### src/hdl/hoar_pkg.sv
package hoar_pkg;

    // Frame geometry and sample format
    localparam int FRAME_SIZE         = 32;
    localparam int HALF               = FRAME_SIZE / 2;
    localparam int SAMPLE_BITS        = 16;
    localparam int HOAR_BUFFER_DEPTH  = 128;
    localparam int QUEUE_DEPTH        = 2;

    // Datapath widths
    localparam int TAP_W  = $clog2(FRAME_SIZE);
    localparam int WIN_W  = 17;
    localparam int W2_W   = 31;
    localparam int VAL_W  = 40;
    localparam int WT_W   = 32;
    localparam int PROD_W = 48;
    localparam int DIVN_W = 56;

    localparam longint unsigned PI_Q30   = 64'd3373259426;
    localparam longint unsigned ONE_Q30  = 64'd1 << 30;
    localparam longint unsigned WIN_SPAN = 2 * HALF;

    typedef enum logic [1:0] {
        STAT_OK    = 2'd0,
        STAT_EMPTY = 2'd1,
        STAT_FULL  = 2'd2
    } t_status;

    typedef enum logic {
        OP_PUSH = 1'b0,
        OP_READ = 1'b1
    } t_op;

    typedef enum logic [2:0] {
        S_CLEAR,
        S_IDLE,
        S_FRD,
        S_FMUL,
        S_FWR,
        S_RWAIT,
        S_RDIV
    } t_bstate;

    typedef struct packed {
        logic                          cmd;
        logic signed [SAMPLE_BITS-1:0] sample_in;
    } t_in_item;

    typedef struct packed {
        logic signed [SAMPLE_BITS-1:0] sample_out;
        t_status                       status;
        logic                          frame_done;
    } t_out_item;

    typedef struct packed {
        t_op                           op;
        logic signed [SAMPLE_BITS-1:0] sample;
    } t_cmd;

    typedef logic [WIN_W-1:0] t_win_tab [FRAME_SIZE];

    // Q2.30 cosine by truncated Taylor series, clamped to [0,1]
    function automatic longint unsigned cos_q30(input longint unsigned y);
        longint unsigned y2;
        longint unsigned term;
        longint          sum;
        y2   = (y * y) >> 30;
        term = ONE_Q30;
        sum  = longint'(ONE_Q30);
        term = ((term * y2) >> 30) >> 1;      sum = sum - longint'(term);
        term = ((term * y2) >> 30) / 64'd12;  sum = sum + longint'(term);
        term = ((term * y2) >> 30) / 64'd30;  sum = sum - longint'(term);
        term = ((term * y2) >> 30) / 64'd56;  sum = sum + longint'(term);
        term = ((term * y2) >> 30) / 64'd90;  sum = sum - longint'(term);
        term = ((term * y2) >> 30) / 64'd132; sum = sum + longint'(term);
        term = ((term * y2) >> 30) / 64'd182; sum = sum - longint'(term);
        term = ((term * y2) >> 30) / 64'd240; sum = sum + longint'(term);
        if (sum < 0) sum = 0;
        if (sum > longint'(ONE_Q30)) sum = longint'(ONE_Q30);
        return longint'(sum);
    endfunction

    // Hann window table, unsigned Q1.15
    function automatic t_win_tab build_win();
        t_win_tab        tab;
        longint          k;
        longint unsigned ak;
        longint unsigned y;
        longint unsigned c;
        for (int i = 0; i < FRAME_SIZE; i++) begin
            k   = longint'(i) - longint'(HALF);
            ak  = (k < 0) ? longint'(-k) : longint'(k);
            y   = (PI_Q30 * ak) / WIN_SPAN;
            c   = cos_q30(y);
            tab[i] = WIN_W'((c * c + (64'd1 << 44)) >> 45);
        end
        return tab;
    endfunction

    localparam t_win_tab WIN_ROM = build_win();

endpackage

### src/hdl/hoar_front.sv
module hoar_front import hoar_pkg::*; (
    input  logic     i_clk,
    input  logic     i_rst_n,
    input  logic     i_in_valid,
    output logic     o_in_ready,
    input  t_in_item i_in,
    input  logic     i_hold,
    output logic     o_q_valid,
    input  logic     i_q_ready,
    output t_cmd     o_q_item
);

    localparam int QPW = (QUEUE_DEPTH > 1) ? $clog2(QUEUE_DEPTH) : 1;
    localparam int QCW = $clog2(QUEUE_DEPTH + 1);

    t_cmd           r_q [QUEUE_DEPTH];
    logic [QPW-1:0] r_wr_ptr, n_wr_ptr;
    logic [QPW-1:0] r_rd_ptr, n_rd_ptr;
    logic [QCW-1:0] r_count,  n_count;
    logic           push, pop;
    t_cmd           cls_item;

    // classify the incoming item
    always_comb begin
        cls_item.op     = i_in.cmd ? OP_READ : OP_PUSH;
        cls_item.sample = i_in.sample_in;
    end

    assign o_in_ready = (r_count != QCW'(QUEUE_DEPTH)) && !i_hold;
    assign o_q_valid  = (r_count != '0);
    assign o_q_item   = r_q[r_rd_ptr];
    assign push       = i_in_valid && o_in_ready;
    assign pop        = o_q_valid && i_q_ready;

    // advance pointers and count
    always_comb begin
        n_wr_ptr = r_wr_ptr;
        n_rd_ptr = r_rd_ptr;
        n_count  = r_count;
        if (push) begin
            n_wr_ptr = (r_wr_ptr == QPW'(QUEUE_DEPTH - 1)) ? '0 : r_wr_ptr + 1'b1;
        end
        if (pop) begin
            n_rd_ptr = (r_rd_ptr == QPW'(QUEUE_DEPTH - 1)) ? '0 : r_rd_ptr + 1'b1;
        end
        if (push && !pop) n_count = r_count + 1'b1;
        else if (pop && !push) n_count = r_count - 1'b1;
    end

    always_ff @(posedge i_clk) begin
        if (!i_rst_n) begin
            r_wr_ptr <= '0;
            r_rd_ptr <= '0;
            r_count  <= '0;
        end else begin
            r_wr_ptr <= n_wr_ptr;
            r_rd_ptr <= n_rd_ptr;
            r_count  <= n_count;
        end
    end

    // store the item
    always_ff @(posedge i_clk) begin
        if (push) r_q[r_wr_ptr] <= cls_item;
    end

endmodule

### config.mk
export PLATFORM = sky130hd
export DESIGN_NAME = hoar_front
export DESIGN_NICKNAME = d
export VERILOG_FILES = /design/src/hdl/hoar_pkg.sv /design/src/hdl/hoar_front.sv
export SDC_FILE = /design/constraint.sdc
export NUM_CORES = 1
export LEC_CHECK = 0
export ABC_AREA = 1
export BUFFER_PORTS_ARGS = -buffer_cell sky130_fd_sc_hd__buf_2
export CAP_MARGIN = 20
export CORE_ASPECT_RATIO = 0.9
export CORE_MARGIN = 2
export CORE_UTILIZATION = 45
export DETAILED_ROUTE_END_ITERATION = 8
export PLACE_DENSITY_LB_ADDON = 0.05
export SETUP_SLACK_MARGIN = 0.02
export SYNTH_ARGS = -nofsm -noshare
export SYNTH_HDL_FRONTEND = slang
export SYNTH_SLANG_ARGS = --single-unit
### constraint.sdc
create_clock -name i_clk -period 2.05 [get_ports i_clk]
set_clock_uncertainty 0.1 [all_clocks]
set_input_delay 0.41 -clock i_clk [delete_from_list [all_inputs] [get_ports i_clk]]
set_output_delay 0.41 -clock i_clk [all_outputs]
set_load 0.03 [all_outputs]
---- After elaboration in Yosys (flattened, before gate mapping) ----
Memory sizes are Yosys's and may differ from the RTL's. A register that Yosys moved wholly into a read port is not among the register bits.
Cells that the tools add are included.
cells by class
  add/subtract/negate cells ............... 4
  equality and inequality tests ........... 1
  muxes and demuxes ....................... 9
  reductions and logical operators ........ 10
operators with widths
  kind                   count
  $mux W1                7
  $logic_and A1 B1 Y1    5
  $mux W2                2
  $reduce_bool A2 Y1     2
  $logic_not A1 Y1       3
  $add A1 B1 Y1 const B  2
  $add A2 B1 Y2 const B  1
  $ne A2 B2 Y1 const B   1
  $sub A2 B1 Y2 const B  1
word-level totals
  register bits ........................... 4
  RAM bits ................................ 34
  input bits .............................. 22
  logic and storage cells ................. 28
  memories kept ........................... 1
memories
  name  depth  bits a word  read ports  clocked after Yosys merged registers in  wr ports  line              source
  r_q   2      17           1           1                                        1         hoar_front.sv:16  t_cmd r_q [QUEUE_DEPTH];

---- Depth between registers and ports, before layout ----
  word-level depth ........................ 7
  depth in mapped cells ................... 11

---- Worst setup path after synthesis ----
OpenSTA, ideal clock, no wires.
  path type ............................... flip-flop to flip-flop
  from .................................... register r_count[0]
  to ...................................... memory r_q[0][0] in the netlist's numbering (enable)
  library setup time ...................... 0.390 ns
  data arrival time ....................... 1.333 ns
  data required time ...................... 1.560 ns
  slack ................................... 0.227 ns
  stages on the path, launching flop included .. 5
  cells stage by stage .................... dfxtp_1 -> inv_1 -> nand2_1 -> nand3_1 -> nor2_1
between the ends
  word-level cells in the longest chain between the ends .. 5
RTL lines
  item                           line              source
  start, declared                hoar_front.sv:19  logic [QCW-1:0] r_count, n_count;
  start signal, assigned         hoar_front.sv:58  r_count <= n_count;
  $ne A2 B2 Y1                   hoar_front.sv:29  assign o_in_ready = (r_count != QCW'(QUEUE_DEPTH)) && !i_hold;
  $logic_and A1 B1 Y1            hoar_front.sv:29
  $logic_and A1 B1 Y1            hoar_front.sv:32  assign push = i_in_valid && o_in_ready;
  $mux W1                        hoar_front.sv:64  if (push) r_q[r_wr_ptr] <= cls_item;
  $mux W1 (implied by the code)  hoar_front.sv:64
  end, declared                  hoar_front.sv:16
No other way between the ends.

==> results.sh <==
export IMPL_synth_top_family_by_area="multiplexers"
export IMPL_place_area_sq_um=1810
export IMPL_synth_xor_area_share=0
export IMPL_cts_buffer_depth=2
export IMPL_synth_seq_area_share=0.728
export IMPL_antenna_found_initial=0
export IMPL_drt_pass1_iterations=4
export IMPL_num_rows=20
export IMPL_avgViaCountPerCell=4.59
export IMPL_max_vdd_ir_drop_mv=0.550
export IMPL_vias=873
export IMPL_num_io_pins=41
export IMPL_synth_nets=117
export IMPL_critPathLaunchType="flip-flop"
export IMPL_postCtsHoldBufs=0
export IMPL_status="completed"
export IMPL_areaGrowthSynthToFinish_pct=22.8
export IMPL_die_w_microns=65.7
export IMPL_fin_tns_setup_ns=0
export IMPL_rrSetupSlack_ns=0.51
export IMPL_cts_resized_gates=0
export IMPL_critPathCaptureType="primary output"
export IMPL_wirelength_mm=2.22
export IMPL_leakage_nw=0.790
export IMPL_p_seq_frac=0.498
export IMPL_grtUsageTotal=0.128
export IMPL_yosysWarnings=0
export IMPL_overflow=0
export IMPL_relSlewSlack=0.889
export IMPL_p_int_w=0.00136
export IMPL_die_h_microns=59.5
export IMPL_cts_sinks=39
export IMPL_synth_mux_area_frac=0.149
export IMPL_grt_pass1_wl_mm=3.57
export IMPL_cts_buffers=5
export IMPL_tightestPinTransition_ns=0.167
export IMPL_port_buffers=40
export IMPL_postSynthCellCount=94
export IMPL_antenna_cells=0
export IMPL_drtIter0Drc=23
export IMPL_design_power_total_w=0.00192
export IMPL_synth_compound_area_frac=0.0146
export IMPL_post_cts_repair_setup_buffers=0
export IMPL_worstSetupPathType="reg2out"
export IMPL_synthSimpleGateAreaFrac=0.0536
export IMPL_swShare=0.291
export IMPL_gp_congestion=0.699
export IMPL_place_worst_setup_slack_ns=0.500
export IMPL_grt_pass1_vias=870
export IMPL_grt_max_degree=12
export IMPL_post_route_period_util=0.893
export IMPL_syn_area_sq_um=1540
export IMPL_initial_core_util=0.463
export IMPL_power_density_nw_per_um2=1010
export IMPL_p_sw_w=0.000558
export IMPL_slew_viol_final=0
export IMPL_drv_cap=0
export IMPL_rsz0062_at_grt="no"
export IMPL_layout_nets=168
export IMPL_synth_cell_types=15
export IMPL_p_comb_frac=0.260
export IMPL_cp_required_ns=1.54
export IMPL_core_area_sq_um=3330
export IMPL_ys_ff_latch=39
export IMPL_holdCritPathClass="in2reg"
export IMPL_critical_path_arrival_ns=1.32
export IMPL_dpl_hpwl_mm=1.62
export IMPL_fillers=284
export IMPL_hold_violations=0
export IMPL_max_freq_ghz=0.546
export IMPL_synthAdderAreaFrac=0.00812
export IMPL_dieArea_sq_um=3910
export IMPL_finalCriticalPeriod_ns=1.83
export IMPL_pwr_share_clk=0.243
export IMPL_insertion_delay_ns=0.28
export IMPL_tritoncts="yes"
export IMPL_syn_avg_cell_area_sq_um=16.4
export IMPL_fin_util=0.568
export IMPL_fin_ws_ns=0.219
export IMPL_detail_route_wl_per_cell_microns=11.7
export IMPL_drc=0
export IMPL_crit_fanout=9
export IMPL_clkSlewWorstSetupHoldPaths_ns=0.07
export IMPL_ant_nets=0
export IMPL_drive_gt1_frac=0.473
export IMPL_cts_max_level=2
export IMPL_fin_area_sq_um=1890
export IMPL_final_setup_viol_count=0
export IMPL_ctsRootBufferMaster="clkbuf_8"
-- logic make-up after synthesis --
kind of cell	Yosys count
buffers and inverters	13
AO/OA/AOI/OAI	4
AND/OR/NAND/NOR	20
flip-flops	39
adder cells (fa/ha/maj)	1
multiplexers	17
-- per-layer routing --
layer | vias up | routed length [microns] | GRT usage
met1 | 412 | 892 | 0.128
li1 | 434 | - | -
met5 | - | 0 | 0
met3 | 2 | 152 | 0.0570
met4 | 0 | 8 | 0.0446
met2 | 25 | 1160 | 0.234
-- area by class of cell --
type	count	area [sq um]	share of cell area
Clock buffer	6	72.6	0.0384
Clock inverter	2	7.51	0.00397
Inverter	11	41.3	0.0218
Multi-Input combinational cell	42	349	0.185
Sequential cell	39	1120	0.593
Tap cell	44	55.1	0.0291
Timing Repair Buffer	46	245	0.130
-- cell usage in the layout, fill, tap and decap left out, types with 5 or more instances in the layout --
cell	instances
inv_1	11
nor2_1	5
mux2_2	7
buf_2	40
dfxtp_1	5
nand2_1	10
clkbuf_8	5
mux2_4	10
edfxtp_1	34
buf_4	6
-- worst paths after layout --
kind,from,endpoint,depth (start not counted)
hold reg to reg,r_rd_ptr,flip-flop,2
hold / removal,i_in[7],r_q[1][7],1
setup / recovery,flip-flop,o_q_item[14],3
setup reg to reg,r_count[0],r_count[1],10
-- registers in the layout (all words and copies together), names as in the netlist, named ones only --
signal    cells
r_count       2
r_wr_ptr      1
r_rd_ptr      1
r_q          34
-- worst max-delay path: stages (launching register included) --
cell     delay (ns)
dfxtp_1        0.34
buf_4          0.21
mux2_4         0.31
buf_2          0.17
-- stage by stage --
step	hold slack, ns	cells
detailed placement	0.402	182
CTS	0.199	190
floorplan	0.367	94
global route	0.205	190
finish	0.211	190
global placement	0.385	182
-- Yosys cell counts --
cell / count / share of area
a21oi_1: 2 / 0.0065
buf_12: 1 / 0.013
buf_6: 1 / 0.0073
dfxtp_1: 5 / 0.065
edfxtp_1: 34 / 0.66
ha_1: 1 / 0.0081
inv_1: 11 / 0.027
mux2_2: 7 / 0.051
mux2_4: 10 / 0.097
nand2_1: 10 / 0.024
nand3_1: 2 / 0.0065
nand4_1: 2 / 0.0081
nor2_1: 6 / 0.015
o21a_1: 1 / 0.0049
o21ai_0: 1 / 0.0032
-- power groups by stage --
| stage | clock network, W | logic [W] | registers [W] |
|---|---|---|---|
| floorplan | 0 | 0.000394 | 0.000966 |
| global placement | 0 | 0.000498 | 0.000969 |
| detailed placement | 0 | 0.000505 | 0.000972 |
| CTS | 0.000487 | 0.000506 | 0.000955 |
| global route | 0.000521 | 0.000542 | 0.000960 |
| finish | 0.000465 | 0.000497 | 0.000954 |
(Power assumes the default switching activity.)
